`config.mk`:
```
export PLATFORM = sky130hd
export DESIGN_NAME = mean_airtime_per_delivered_frame_flat
export DESIGN_NICKNAME = d
export VERILOG_FILES = /design/src/sv/mapfd_pkg.sv /design/src/sv/mapfd_if.sv /design/src/sv/mean_airtime_per_delivered_frame.sv /design/src/sv/mapfd_ctrl.sv /design/src/sv/mapfd_dp.sv /design/src/flat_wrapper.sv
export SDC_FILE = /design/constraint.sdc
export NUM_CORES = 1
export LEC_CHECK = 0
export BUFFER_PORTS_ARGS = -buffer_cell sky130_fd_sc_hd__buf_4
export CORE_ASPECT_RATIO = 1.4
export CORE_MARGIN = 1
export CORE_UTILIZATION = 46
export CTS_CLUSTER_DIAMETER = 100
export CTS_CLUSTER_SIZE = 12
export DETAILED_ROUTE_END_ITERATION = 10
export SYNTH_ARGS = -nofsm -noshare
export SYNTH_HDL_FRONTEND = slang
export SYNTH_HIERARCHICAL = 1
export SYNTH_SLANG_ARGS = --single-unit
```
`constraint.sdc`:
```
create_clock -name clk -period 17.8 [get_ports clk]
set_clock_uncertainty 0.05 [all_clocks]
set_input_delay 3.56 -clock clk [delete_from_list [all_inputs] [get_ports clk]]
set_output_delay 3.56 -clock clk [all_outputs]
set_load 0.1 [all_outputs]
```
`src/sv/mapfd_pkg.sv`:
```
// shared types and constants of the mean airtime per delivered frame block
// used by the channel interfaces, the controller, the datapath and the top level
package mapfd_pkg;

    localparam int ACTION_W   = 2;
    localparam int AIR_W      = 32;
    localparam int BOUND_W    = 31;
    localparam int TOTAL_W    = 48;
    localparam int COUNT_W    = 32;
    localparam int ESUM_W     = 48;
    localparam int MEAN_W     = 32;
    localparam int APB_DATA_W = 32;
    localparam int APB_ADDR_W = 3;

    localparam int MEAN_FRAC_DEF = 8;

    localparam logic [BOUND_W-1:0] BOUND_RESET = BOUND_W'(1 << 24);

    // register index as decoded from paddr[2]
    localparam logic REG_BOUND = 1'b0;

    localparam logic [ACTION_W-1:0] ACT_FRAME   = 2'd0;
    localparam logic [ACTION_W-1:0] ACT_COMPUTE = 2'd1;
    localparam logic [ACTION_W-1:0] ACT_CLEAR   = 2'd2;

    typedef struct packed {
        logic frame;
        logic clear;
        logic div_start;
        logic div_step;
        logic load_out;
    } cmd_t;

    typedef struct packed {
        logic div_last;
        logic out_free;
    } sts_t;

endpackage

```
`src/sv/mapfd_if.sv`:
```
// valid/ready channel interfaces for input events and result beats
// depends on mapfd_pkg for field widths
interface mapfd_in_if;
    logic                               valid;
    logic                               ready;
    logic [mapfd_pkg::ACTION_W-1:0]     action;
    logic                               has_tx_flags;
    logic signed [mapfd_pkg::AIR_W-1:0] airtime_us;
    logic                               tx_failed;

    modport source (output valid, output action, output has_tx_flags,
                    output airtime_us, output tx_failed, input ready);
    modport sink (input valid, input action, input has_tx_flags,
                  input airtime_us, input tx_failed, output ready);
endinterface

interface mapfd_out_if;
    logic                                valid;
    logic                                ready;
    logic                                mean_valid;
    logic [mapfd_pkg::MEAN_W-1:0]        mean_airtime;
    logic [mapfd_pkg::TOTAL_W-1:0]       total_airtime;
    logic [mapfd_pkg::COUNT_W-1:0]       ignored_count;
    logic signed [mapfd_pkg::ESUM_W-1:0] error_sum;

    modport source (output valid, output mean_valid, output mean_airtime,
                    output total_airtime, output ignored_count, output error_sum,
                    input ready);
    modport sink (input valid, input mean_valid, input mean_airtime,
                  input total_airtime, input ignored_count, input error_sum,
                  output ready);
endinterface

```
`src/sv/mean_airtime_per_delivered_frame.sv`:
```
// top level: mean airtime per delivered frame with apb bound register
// depends on mapfd_pkg, mapfd_if, mapfd_ctrl and mapfd_dp
//
// usage
//  - in_ch carries one event per beat: action 0 is a frame event, 1 asks for
//    the mean and totals, 2 clears all counters; code 3 is dropped
//  - a frame event with tx flags updates the saturating accumulators in
//    the cycle it is taken, so frame and clear beats stream at one per
//    cycle while no compute is in progress
//  - a compute beat gives one result beat on out_ch; the mean comes from a
//    restoring divider that retires one quotient bit per cycle, and the
//    result is loaded into the output register once the divide is done;
//    in_ch.ready stays low from the compute beat until that load
//  - the output register holds the result until out_ch.ready; frame beats
//    are still taken while it waits, a later compute waits in the load step
//  - the apb port holds airtime_upper_bound at byte address 0; pready is
//    always high and writes are meant for idle periods only
//  - reset clears all counters, drops any pending result beat and sets the
//    bound to 2^24 microseconds
module mean_airtime_per_delivered_frame #(
    parameter int MEAN_FRACTION_BITS = mapfd_pkg::MEAN_FRAC_DEF
) (
    input  logic                                clk,
    input  logic                                rst_n,
    mapfd_in_if.sink                            in_ch,
    mapfd_out_if.source                         out_ch,
    input  logic                                psel,
    input  logic                                penable,
    input  logic                                pwrite,
    input  logic [mapfd_pkg::APB_ADDR_W-1:0]    paddr,
    input  logic [mapfd_pkg::APB_DATA_W-1:0]    pwdata,
    output logic [mapfd_pkg::APB_DATA_W-1:0]    prdata,
    output logic                                pready
);

    localparam int BW = mapfd_pkg::BOUND_W;

    // command and status between the controller and the datapath
    mapfd_pkg::cmd_t cmd;
    mapfd_pkg::sts_t sts;

    // plausibility bound register
    logic [BW-1:0] bound_reg;
    logic [BW-1:0] bound_next;
    logic          bound_hit;

    // register select ignores the byte lane bits
    assign bound_hit = (paddr[2] == mapfd_pkg::REG_BOUND);

    always_comb
    begin
        bound_next = bound_reg;
        if (psel && penable && pwrite && pready && bound_hit)
        begin
            bound_next = pwdata[BW-1:0];
        end
    end

    always_ff @(posedge clk or negedge rst_n)
    begin
        if (!rst_n)
        begin
            bound_reg <= mapfd_pkg::BOUND_RESET;
        end
        else
        begin
            bound_reg <= bound_next;
        end
    end

    assign pready = 1'b1;
    assign prdata = bound_hit ? {{(mapfd_pkg::APB_DATA_W-BW){1'b0}}, bound_reg} : '0;

    // event decode and divide sequencing
    mapfd_ctrl u_ctrl (
        .clk      (clk),
        .rst_n    (rst_n),
        .in_valid (in_ch.valid),
        .action   (in_ch.action),
        .in_ready (in_ch.ready),
        .sts      (sts),
        .cmd      (cmd)
    );

    // accumulators, divider and result register
    mapfd_dp #(
        .MEAN_FRACTION_BITS (MEAN_FRACTION_BITS)
    ) u_dp (
        .clk           (clk),
        .rst_n         (rst_n),
        .cmd           (cmd),
        .sts           (sts),
        .has_tx_flags  (in_ch.has_tx_flags),
        .airtime_us    (in_ch.airtime_us),
        .tx_failed     (in_ch.tx_failed),
        .bound         (bound_reg),
        .out_ready     (out_ch.ready),
        .out_valid     (out_ch.valid),
        .mean_valid    (out_ch.mean_valid),
        .mean_airtime  (out_ch.mean_airtime),
        .total_airtime (out_ch.total_airtime),
        .ignored_count (out_ch.ignored_count),
        .error_sum     (out_ch.error_sum)
    );

endmodule

```
`src/sv/mapfd_ctrl.sv`:
```
// controller: decodes events, sequences the divider and the result load
// depends on mapfd_pkg for action codes and the command/status structs
module mapfd_ctrl (
    input  logic                           clk,
    input  logic                           rst_n,
    input  logic                           in_valid,
    input  logic [mapfd_pkg::ACTION_W-1:0] action,
    output logic                           in_ready,
    input  mapfd_pkg::sts_t                sts,
    output mapfd_pkg::cmd_t                cmd
);

    localparam logic [1:0] ST_IDLE = 2'd0;
    localparam logic [1:0] ST_DIV  = 2'd1;
    localparam logic [1:0] ST_LOAD = 2'd2;

    logic [1:0] state_reg;
    logic [1:0] state_next;

    always_comb
    begin
        state_next = state_reg;
        cmd        = '0;
        in_ready   = 1'b0;
        case (state_reg)
            ST_IDLE:
            begin
                in_ready = 1'b1;
                if (in_valid)
                begin
                    case (action)
                        mapfd_pkg::ACT_FRAME:   cmd.frame = 1'b1;
                        mapfd_pkg::ACT_CLEAR:   cmd.clear = 1'b1;
                        mapfd_pkg::ACT_COMPUTE:
                        begin
                            cmd.div_start = 1'b1;
                            state_next    = ST_DIV;
                        end
                        default: ;
                    endcase
                end
            end
            ST_DIV:
            begin
                cmd.div_step = 1'b1;
                if (sts.div_last)
                begin
                    state_next = ST_LOAD;
                end
            end
            ST_LOAD:
            begin
                if (sts.out_free)
                begin
                    cmd.load_out = 1'b1;
                    state_next   = ST_IDLE;
                end
            end
            default: state_next = ST_IDLE;
        endcase
    end

    always_ff @(posedge clk or negedge rst_n)
    begin
        if (!rst_n)
        begin
            state_reg <= ST_IDLE;
        end
        else
        begin
            state_reg <= state_next;
        end
    end

`ifndef SYNTHESIS
    a_busy_blocks_input: assert property (@(posedge clk) disable iff (!rst_n)
        state_reg != ST_IDLE |-> !in_ready)
        else $error("input taken while divider busy");

    a_div_to_load: assert property (@(posedge clk) disable iff (!rst_n)
        (state_reg == ST_DIV && sts.div_last) |=> state_reg == ST_LOAD)
        else $error("last divide step did not move to load");

    a_load_when_free: assert property (@(posedge clk) disable iff (!rst_n)
        cmd.load_out |-> sts.out_free)
        else $error("result loaded over a pending beat");

    a_start_from_idle: assert property (@(posedge clk) disable iff (!rst_n)
        cmd.div_start |=> state_reg == ST_DIV)
        else $error("divider start did not enter divide state");
`endif

endmodule

```
`src/sv/mapfd_dp.sv`:
```
// datapath: saturating accumulators, radix-2 restoring divider, result register
// depends on mapfd_pkg for widths and the command/status structs
module mapfd_dp #(
    parameter int MEAN_FRACTION_BITS = mapfd_pkg::MEAN_FRAC_DEF
) (
    input  logic                                clk,
    input  logic                                rst_n,
    input  mapfd_pkg::cmd_t                     cmd,
    output mapfd_pkg::sts_t                     sts,
    input  logic                                has_tx_flags,
    input  logic signed [mapfd_pkg::AIR_W-1:0]  airtime_us,
    input  logic                                tx_failed,
    input  logic [mapfd_pkg::BOUND_W-1:0]       bound,
    input  logic                                out_ready,
    output logic                                out_valid,
    output logic                                mean_valid,
    output logic [mapfd_pkg::MEAN_W-1:0]        mean_airtime,
    output logic [mapfd_pkg::TOTAL_W-1:0]       total_airtime,
    output logic [mapfd_pkg::COUNT_W-1:0]       ignored_count,
    output logic signed [mapfd_pkg::ESUM_W-1:0] error_sum
);

    localparam int TW    = mapfd_pkg::TOTAL_W;
    localparam int CW    = mapfd_pkg::COUNT_W;
    localparam int EW    = mapfd_pkg::ESUM_W;
    localparam int AW    = mapfd_pkg::AIR_W;
    localparam int MW    = mapfd_pkg::MEAN_W;
    localparam int DW    = TW + MEAN_FRACTION_BITS;
    localparam int CNT_W = $clog2(DW);

    logic [TW-1:0] total_reg, total_next;
    logic [CW-1:0] deliv_reg, deliv_next;
    logic [CW-1:0] rej_reg, rej_next;
    logic [EW-1:0] esum_reg, esum_next;

    logic [DW-1:0]    dq_reg, dq_next;
    logic [CW-1:0]    rem_reg, rem_next;
    logic [CNT_W-1:0] cnt_reg, cnt_next;

    logic          out_valid_reg;
    logic          mean_valid_reg;
    logic [MW-1:0] mean_reg;
    logic [TW-1:0] tot_out_reg;
    logic [CW-1:0] ign_out_reg;
    logic [EW-1:0] esum_out_reg;

    logic          plausible;
    logic [TW:0]   tot_sum;
    logic [EW:0]   err_sum;
    logic [CW:0]   shifted;
    logic [CW+1:0] diff;
    logic          qbit;
    logic [MW-1:0] mean_sat;

    // airtime in (0, bound)
    assign plausible = !airtime_us[AW-1] && (|airtime_us[AW-2:0])
                       && (airtime_us[AW-2:0] < bound);
    assign tot_sum   = {1'b0, total_reg} + {{(TW-AW+1){1'b0}}, airtime_us};
    assign err_sum   = {esum_reg[EW-1], esum_reg} + {{(EW-AW+1){airtime_us[AW-1]}}, airtime_us};

    always_comb
    begin
        total_next = total_reg;
        deliv_next = deliv_reg;
        rej_next   = rej_reg;
        esum_next  = esum_reg;
        if (cmd.clear)
        begin
            total_next = '0;
            deliv_next = '0;
            rej_next   = '0;
            esum_next  = '0;
        end
        else if (cmd.frame && has_tx_flags)
        begin
            if (plausible)
            begin
                total_next = tot_sum[TW] ? {TW{1'b1}} : tot_sum[TW-1:0];
                if (!tx_failed && deliv_reg != {CW{1'b1}})
                begin
                    deliv_next = deliv_reg + 1'b1;
                end
            end
            else
            begin
                if (rej_reg != {CW{1'b1}})
                begin
                    rej_next = rej_reg + 1'b1;
                end
                // clamp on signed overflow
                if (err_sum[EW] != err_sum[EW-1])
                begin
                    esum_next = err_sum[EW] ? {1'b1, {(EW-1){1'b0}}}
                                            : {1'b0, {(EW-1){1'b1}}};
                end
                else
                begin
                    esum_next = err_sum[EW-1:0];
                end
            end
        end
    end

    // one quotient bit per step, dividend bits shift out as quotient bits shift in
    assign shifted = {rem_reg, dq_reg[DW-1]};
    assign diff    = {1'b0, shifted} - {2'b00, deliv_reg};
    assign qbit    = !diff[CW+1];

    always_comb
    begin
        dq_next  = dq_reg;
        rem_next = rem_reg;
        cnt_next = cnt_reg;
        if (cmd.div_start)
        begin
            dq_next  = DW'(total_reg) << MEAN_FRACTION_BITS;
            rem_next = '0;
            cnt_next = '0;
        end
        else if (cmd.div_step)
        begin
            dq_next  = {dq_reg[DW-2:0], qbit};
            rem_next = qbit ? diff[CW-1:0] : shifted[CW-1:0];
            cnt_next = cnt_reg + 1'b1;
        end
    end

    assign mean_sat = (|dq_reg[DW-1:MW]) ? {MW{1'b1}} : dq_reg[MW-1:0];

    assign sts.div_last = (cnt_reg == CNT_W'(DW - 1));
    assign sts.out_free = !out_valid_reg || out_ready;

    always_ff @(posedge clk or negedge rst_n)
    begin
        if (!rst_n)
        begin
            total_reg     <= '0;
            deliv_reg     <= '0;
            rej_reg       <= '0;
            esum_reg      <= '0;
            out_valid_reg <= 1'b0;
        end
        else
        begin
            total_reg <= total_next;
            deliv_reg <= deliv_next;
            rej_reg   <= rej_next;
            esum_reg  <= esum_next;
            if (cmd.load_out)
            begin
                out_valid_reg <= 1'b1;
            end
            else if (out_ready)
            begin
                out_valid_reg <= 1'b0;
            end
        end
    end

    always_ff @(posedge clk)
    begin
        dq_reg  <= dq_next;
        rem_reg <= rem_next;
        cnt_reg <= cnt_next;
        if (cmd.load_out)
        begin
            mean_valid_reg <= (deliv_reg != '0);
            mean_reg       <= (deliv_reg != '0) ? mean_sat : '0;
            tot_out_reg    <= total_reg;
            ign_out_reg    <= rej_reg;
            esum_out_reg   <= esum_reg;
        end
    end

    assign out_valid     = out_valid_reg;
    assign mean_valid    = mean_valid_reg;
    assign mean_airtime  = mean_reg;
    assign total_airtime = tot_out_reg;
    assign ignored_count = ign_out_reg;
    assign error_sum     = esum_out_reg;

endmodule
```
`src/flat_wrapper.sv`:
```
// flat-port wrapper written by rule: the top's interface ports become plain ports
module mean_airtime_per_delivered_frame_flat 
#(
    parameter int MEAN_FRACTION_BITS = mapfd_pkg::MEAN_FRAC_DEF
)
  (clk, rst_n, psel, penable, pwrite, paddr, pwdata, prdata, pready, in_ch_valid, in_ch_action, in_ch_has_tx_flags, in_ch_airtime_us, in_ch_tx_failed, in_ch_ready, out_ch_valid, out_ch_mean_valid, out_ch_mean_airtime, out_ch_total_airtime, out_ch_ignored_count, out_ch_error_sum, out_ch_ready);
  mapfd_in_if in_ch_i ();
  mapfd_out_if out_ch_i ();
  input  logic clk;
  input  logic rst_n;
  input  logic psel;
  input  logic penable;
  input  logic pwrite;
  input  logic [mapfd_pkg::APB_ADDR_W-1:0] paddr;
  input  logic [mapfd_pkg::APB_DATA_W-1:0] pwdata;
  output logic [mapfd_pkg::APB_DATA_W-1:0] prdata;
  output logic pready;
  input wire logic [$bits(in_ch_i.valid)-1:0] in_ch_valid;
  input wire logic [$bits(in_ch_i.action)-1:0] in_ch_action;
  input wire logic [$bits(in_ch_i.has_tx_flags)-1:0] in_ch_has_tx_flags;
  input wire logic [$bits(in_ch_i.airtime_us)-1:0] in_ch_airtime_us;
  input wire logic [$bits(in_ch_i.tx_failed)-1:0] in_ch_tx_failed;
  output wire logic [$bits(in_ch_i.ready)-1:0] in_ch_ready;
  output wire logic [$bits(out_ch_i.valid)-1:0] out_ch_valid;
  output wire logic [$bits(out_ch_i.mean_valid)-1:0] out_ch_mean_valid;
  output wire logic [$bits(out_ch_i.mean_airtime)-1:0] out_ch_mean_airtime;
  output wire logic [$bits(out_ch_i.total_airtime)-1:0] out_ch_total_airtime;
  output wire logic [$bits(out_ch_i.ignored_count)-1:0] out_ch_ignored_count;
  output wire logic [$bits(out_ch_i.error_sum)-1:0] out_ch_error_sum;
  input wire logic [$bits(out_ch_i.ready)-1:0] out_ch_ready;
  assign in_ch_i.valid = in_ch_valid;
  assign in_ch_i.action = in_ch_action;
  assign in_ch_i.has_tx_flags = in_ch_has_tx_flags;
  assign in_ch_i.airtime_us = in_ch_airtime_us;
  assign in_ch_i.tx_failed = in_ch_tx_failed;
  assign in_ch_ready = in_ch_i.ready;
  assign out_ch_valid = out_ch_i.valid;
  assign out_ch_mean_valid = out_ch_i.mean_valid;
  assign out_ch_mean_airtime = out_ch_i.mean_airtime;
  assign out_ch_total_airtime = out_ch_i.total_airtime;
  assign out_ch_ignored_count = out_ch_i.ignored_count;
  assign out_ch_error_sum = out_ch_i.error_sum;
  assign out_ch_i.ready = out_ch_ready;
  mean_airtime_per_delivered_frame #(.MEAN_FRACTION_BITS(MEAN_FRACTION_BITS)) u_core (.clk(clk), .rst_n(rst_n), .in_ch(in_ch_i), .out_ch(out_ch_i), .psel(psel), .penable(penable), .pwrite(pwrite), .paddr(paddr), .pwdata(pwdata), .prdata(prdata), .pready(pready));
endmodule
```
==> impl_results.md, run 1 <==
* Status: complete, no violations
* Die H at 279 um
* Placed cell area at 0.0278 sq mm
* Num CTS Buffers at 43
* Startpoint types: input port
* Final setup TNS at 0 ns
* Slew margin rel. at 24.8%
* Die area at ~0.056 sq mm
* Drt drc at 0
* Final min period at about 7.9 ns
* Clk slew on worst S/H paths at 0.06 ns
* Max cap viols at 0
* H-tree Lvls at 2
* Crit Path Max Fanout at 32
* Static Leak at 12.4 nW
* Drt pass-1 iters at 5
* NumNets Final at between 2000 and 3000
* Primary FF master, synth: edfxtp_1
* Area grow syn2layout at 15.3%
* Top-level I/O count at 274
* Share of cells above drive strength 1 at 15.5%
* Setup crit end kind: output pin
* Yosys warns at 6
* HPWL after DPL at 49.0 mm
* Total GRT Usage at 24.6%
* RSZ-0062 raised after global routing: no
* Vias in the first global route at between 15000 and 20000
* Placed cell count at 3341
* First-pass GRT wire length at about 110 mm
* Via count at just under 20000
* Final hold vios at 0
* Core Region at 0.0542 sq mm
* Initial core utilization at 46.5%
* Row Count at ~100
* Root Buffer: clkbuf_16
* Fmax at 127 MHz
* Initial DRC count at 1072
* Die width at between 150 and 200 um
* Synth top area share at about 25%
* CTS tree: built
* Gp weighted congestion at 0.904
* Antenna Cells at 0
* Post-route ant nets at 0
* Hold Slack at 0.418 ns
* Number of flops mapped to enable cells by yosys at ~210
* Crit path DAT at roughly 4.2 ns
* # setup viols final at 0
* Synth cell types at 103
* Largest net degree at the start of global routing at 163
* # hold bufs at CTS at 0
* Slew @ Worst Pin at 1.13 ns
* Design Area, Final at 0.0291 sq mm
* Syn avg cell area at approximately 10 sq um
* Yosys top cell by area: edfxtp_1
* Reg2reg path depth at 12
* Sequential fraction of the synthesis area at 47.8%
* Hold Path Depth at 2
* VDD IR max at 82.6 uV
* Critical Path RT at 14.19 ns
* Asr flop ratio synth at a little over two fifths
* Post-CTS setup repair buffer count at 0
* Vias/cell at 5.77
* Cells after synthesis at 2452
* Fin crit share at between 40 and 50%
* CTS-repair resized insts at 0
* Drt total wl at ~69 mm
* Commonest cells post-synth: edfxtp_1, dfrtp_1, nor2_1, nand2_1, a21oi_1
* Remaining global-route overflow at 0
* Syn Std Cell Area at 0.0252 sq mm
* CTS Sinks at 449
* Hold Path Class: reg2reg
* Clock latency on the worst-skew pair at about 0.59 ns
* Initial antenna violation count at 1
* Mapped Nets at 2679
* FF+latch count, synth at between 400 and 500
* Max-slew violation count at 0
* Power density over cell area at between 100 and 150 mW/mm^2
* CP Class: in2out
* Wire per inst at 20.2 um
* Area contributors post-synth: edfxtp_1, dfrtp_1, ha_1
* Clock Path Buffers at 3
* Count leader, synth: edfxtp_1
* Post-Layout Cell Count at 3420
* R2r setup slk at 13.34 ns
* Buffers on Ports at about 270
* Number of flip-flops in the largest register at 56
## worst max-delay path: stages
cell and delay, ns:
buf_4 0.21, nor2b_1 0.16, buf_4 0.30
## per-layer routing
metal | up-vias | global-route usage, % | share of wire [%]
met4 | 0 | 8.46 | 3.2
met3 | 127 | 4.25 | 4.9
met5 | - | 0 | 0
met2 | 530 | 44.5 | 52
li1 | 9425 | - | -
met1 | 9637 | 29.0 | 40
## power by group
part	switching, mW	leakage, nW	internal, mW
combinational	1.15	7.03	0.790
clock	0.398	0.596	0.465
sequential	0.192	4.82	1.34
total	1.74	12.4	2.60
## layout by cell type, fill, tap and decap left out, drive strengths merged, types with 21 or more instances in the layout
cell type	netlist	final
edfxtp	209	209
dfxtp	46	46
nand4	54	54
o21ai	165	165
xnor2	101	101
dfrtp	193	193
nand3	47	47
a22o	48	48
a21o	80	80
nor4	48	48
a31oi	38	38
nor2	191	191
a21oi	151	151
mux2	35	35
nand2	178	178
and3	23	23
nor2b	49	49
o21a	50	50
buf	37	285
or3	21	21
clkbuf	81	77
xor2	46	46
ha	146	146
mux2i	39	39
inv	112	114
nor3	46	46
## cell type report
type / count / area [sq um]
clock buffer: 76 / 1220
clock inverter: 3 / 33.8
fill: 4861 / 25100
inverter: 112 / 420
multi-input combinational: 1773 / 12300
sequential: 449 / 12100
tap: 721 / 902
timing repair buffer: 286 / 2170
## stage by stage
step | power, mW | util, % | worst slack (ns)
after CTS | 4.37 | 53.6 | 9.94
after detailed placement | 3.49 | 51.3 | 9.93
after floorplan | 3.02 | - | 6.59
final | 4.34 | 53.6 | 9.95
after global routing | 4.65 | 53.6 | 9.89
after global placement | 3.44 | 51.3 | 9.94
## logic make-up (layout without fill, tap and decap cells)
group,after synthesis,count (layout),share of synthesized area [%]
fa+ha+maj,149,149,7.48
xor+xnor,147,147,5.18
mux,74,74,3.56
simple gates,738,738,14.8
flops,449,449,47.8
other cells,2,2,0.0298
buf+inv,230,477,3.74
compound gates,663,663,17.4
## final timing paths
path	endpoint	start
setup / recovery	prdata[28]	paddr[2]
hold / removal	u_core/u_dp/dq_reg[0]$_SDFFE_PP0P_	u_core/u_dp/dq_reg[0]$_SDFFE_PP0P_
setup reg to reg	u_core/u_dp/esum_reg[4]$_DFFE_PN0P_	u_core/u_dp/esum_reg[0]$_DFFE_PN0P_
hold reg to reg	u_core/u_dp/dq_reg[0]$_SDFFE_PP0P_	u_core/u_dp/dq_reg[0]$_SDFFE_PP0P_
max in group asynchronous	u_core/u_dp/esum_reg[12]$_DFFE_PN0P_	rst_n
min in group asynchronous	u_core/bound_reg[5]$_DFFE_PN0P_	rst_n
(Power assumes the default switching activity.)
==> run 2: changes to the inputs <==
--- a/config.mk
+++ b/config.mk
@@ -5,6 +5,7 @@
 export SDC_FILE = /design/constraint.sdc
 export NUM_CORES = 1
 export LEC_CHECK = 0
+export ABC_AREA = 1
 export BUFFER_PORTS_ARGS = -buffer_cell sky130_fd_sc_hd__buf_4
 export CORE_ASPECT_RATIO = 1.4
 export CORE_MARGIN = 1
==> constraint.sdc (replaced) <==
create_clock -name clk -period 8 [get_ports clk]
set_clock_uncertainty 0.05 [all_clocks]
set_input_delay 1.6 -clock clk [delete_from_list [all_inputs] [get_ports clk]]
set_output_delay 1.6 -clock clk [all_outputs]
set_load 0.1 [all_outputs]
==> run 2 against run 1 <==
Critical path depth increased by 12. Synthesized area increased by 14%. First-iteration DRC count increased by 48%.
==> impl_results.md, run 2 <==
* Syn Std Cell Area at between 0.02 and 0.03 sq mm
* NumNets Final at 4354
* Drt drc at 0
* # setup viols final at 0
* CP Class: in2reg
* Crit Path Max Fanout at 17
* Clk slew on worst S/H paths at 0.07 ns
* Syn avg cell area at 7.36 sq um
* # fillers at 6151
* Post-Layout Cell Count at 4978
* Startpoint types: input port
* Root Buffer: clkbuf_16
* Hold Path Class: reg2reg
* Count leader, synth: nand2_1
* End of the critical path: u_core/u_dp/total_reg[18]$_DFFE_PN0P_
* Gp weighted congestion at 0.965
* Cells after synthesis at 3892
* Initial DRC count at 1587
* Commonest cells post-synth: nand2_1, inv_1, nor2_1, nand3_1, edfxtp_1
* Yosys top cell by area: edfxtp_1
* H-tree Lvls at 2
* Mapped Nets at around 4100
* Placed cell count at 4899
* Number of flops mapped to enable cells by yosys at 209
* Clock Path Buffers at 3
* Final setup TNS at 0 ns
* Reg2reg path depth at 14
* Area contributors post-synth: edfxtp_1, dfrtp_1, nand2_1
* Buffers on Ports at roughly 270
* Mux share of post-synthesis cell area at 0%
* Worst setup path startpoint: in_ch_airtime_us[0]
* Max-slew violation count at 0
* HPWL after DPL at just over 70 mm
* Die area at roughly 0.063 sq mm
* XOR/XNOR Fraction of Synth Area at around 2.9%
* Final min period at 4.22 ns
* Setup crit end kind: flip-flop
* Number of flip-flops in the largest register at 56
* Wl on met1 at 37.6 mm
* Final core utilization at 53.3%
* # hold bufs at CTS at 0
* Share of cells above drive strength 1 at roughly 10%
* WL met3 at roughly 4.3 mm
* CTS Sinks at around 450
* Most frequent cells in the layout: nand2_1, inv_1, nor2_1
* Num CTS Buffers at 43
* Commonest non-fill, non-tap cell in the layout: nand2_1
* Sequential fraction of the synthesis area at 42.1%
* CTS-repair resized insts at 0
* Primary FF master, synth: edfxtp_1
* Fin crit share at 52.7%
* Uppermost layer routed: met5
* Post-CTS setup repair buffer count at 0
* Crit Reg-Reg Startpoint: u_core/u_dp/total_reg[0]$_DFFE_PN0P_
* Post-route ant nets at 0
* Static Leak at 15.6 nW
* VDD IR max at 185 uV
* Via count at between 20000 and 30000
* Slew margin rel. at 28.6%
* Die H at 297 um
* Initial core utilization at a little under half
* Power density over cell area at 289 mW/mm^2
* Adder-Cell Fraction of Synth Area at roughly 6.6%
* Critical Path RT at 8.41 ns
* Synth Area in Simple Gates at 30.9%
* Total GRT Usage at 29.6%
* Drt pass-1 iters at 7
* Fmax at 237 MHz
* Core Region at 0.0612 sq mm
* RSZ-0062 raised after global routing: no
* Final hold vios at 0
* Asr flop ratio synth at 43.2%
* Vias/cell at 5.24
* Max cap viols at 0
* Remaining global-route overflow at 0
* Synth cell types at 49
* Die width at about 210 um
* Complex-gate fraction of the synthesized area at between 9 and 10%
* Area grow syn2layout at 13.8%
* Antenna Cells at 0
* Largest net degree at the start of global routing at 84
* Reg2reg end: u_core/u_dp/total_reg[18]$_DFFE_PN0P_
* Vias in the first global route at 25214
* FF+latch count, synth at ~450
* Initial antenna violation count at 1
* Drt total wl at 92.9 mm
* Status: complete, no violations
* CTS tree: built
* Met2 routed wirelength at 46.5 mm
* Slew @ Worst Pin at 1.07 ns
* First-pass GRT wire length at 144 mm
* R2r setup slk at 4.39 ns
* Yosys warns at 6
* Wire per inst at 18.7 um
* Row Count at 107
* Synth top area share at between 20 and 25%
* Crit path DAT at ~4.6 ns
* Largest family of logic cells by synthesized area: simple AND/OR/NAND/NOR gates
* Top-level I/O count at between 200 and 300
* Clock latency on the worst-skew pair at 0.60 ns
-- run 2: cell types whose count changed in the layout (fill, tap and decap cells not counted), moves of 30 or more --
| cell | change |
|---|---|
| mux2_4 | -30 |
| nand2_1 | +1052 |
| o21ai_0 | +68 |
| nor2_1 | +197 |
| nand3_1 | +211 |
| a22o_1 | -44 |
| xnor2_1 | -58 |
| inv_1 | +361 |
| nor2b_1 | -47 |
| a21o_1 | -74 |
| o21a_1 | -37 |
| nor3_1 | +35 |
| mux2i_1 | -39 |
| a31oi_1 | -33 |
-- run 2: logic make-up after synthesis --
group	count (synthesis)
AOI/OAI and AO/OA	488
xor gates and xnor gates	94
adders and majority gates	149
buffers and inverters	585
DFF	449
other	2
and+or+nand+nor	2125
-- run 2: worst min-delay path by stage --
stage,slack (ns),cells after the start,end,start
finish,0.42,2,u_core/u_dp/rem_reg[5]$_SDFFE_PP0P_,u_core/u_dp/rem_reg[5]$_SDFFE_PP0P_
CTS,0.42,2,u_core/u_dp/rem_reg[16]$_SDFFE_PP0P_,u_core/u_dp/rem_reg[16]$_SDFFE_PP0P_
global placement,0.41,2,u_core/u_dp/rem_reg[23]$_SDFFE_PP0P_,u_core/u_dp/rem_reg[23]$_SDFFE_PP0P_
floorplan,0.39,2,u_core/u_dp/rem_reg[16]$_SDFFE_PP0P_,u_core/u_dp/rem_reg[16]$_SDFFE_PP0P_
global route,0.43,2,u_core/bound_reg[24]$_DFFE_PN1P_,u_core/bound_reg[24]$_DFFE_PN1P_
detailed placement,0.41,2,u_core/u_dp/rem_reg[16]$_SDFFE_PP0P_,u_core/u_dp/rem_reg[16]$_SDFFE_PP0P_
-- run 2: cell type report --
type                    instances  area (sq um)  area share [%]
well taps                     817          1020            3.13
multi-input cells            2858         14300            43.8
repair buffers                290          2180            6.70
flip-flops and latches        449         12100            37.0
clock inverters                 4          35.0           0.107
inverters                     485          1820            5.58
clock buffers                  75          1220            3.73
-- run 2: stage by stage --
stage / setup WS (ns) / total power [mW] / area [sq um] / hold slack, ns
3_5_place_dp: 3.17 / 7.53 / 31400 / 0.411
3_3_place_gp: 3.12 / 7.51 / 31400 / 0.409
4_1_cts: 3.76 / 9.50 / 32600 / 0.421
6_report: 3.78 / 9.44 / 32600 / 0.421
5_1_grt: 3.45 / 10.2 / 32600 / 0.435
2_1_floorplan: 1.50 / 6.38 / 28600 / 0.394
-- run 2: where the power goes --
part / total (mW) / internal (mW) / leakage, nW / switching [mW]
registers: 3.34 / 2.98 / 5.08 / 0.366
clock network: 1.92 / 1.03 / 0.598 / 0.893
logic: 4.17 / 1.37 / 9.90 / 2.81
-- run 2: metal layers --
| metal | track usage [%] | up-vias |
|---|---|---|
| li1 | - | 13155 |
| met1 | 35.6 | 12101 |
| met2 | 52.2 | 650 |
| met3 | 3.92 | 182 |
| met4 | 13.2 | 2 |
| met5 | 0 | - |
-- run 2: worst max-delay path: stages --
cell	delay (ns)
buf_4	0.14
ha_1	0.24
fa_1	0.44
nand3_1	0.12
nand2_1	0.10
nand2_1	0.08
nand2_1	0.11
nand3_1	0.09
nand2_1	0.15
nand2_1	0.10
nand2_1	0.19
nand2_1	0.66
o21ai_0	0.36
nand2_1	0.14
o21ai_0	0.08
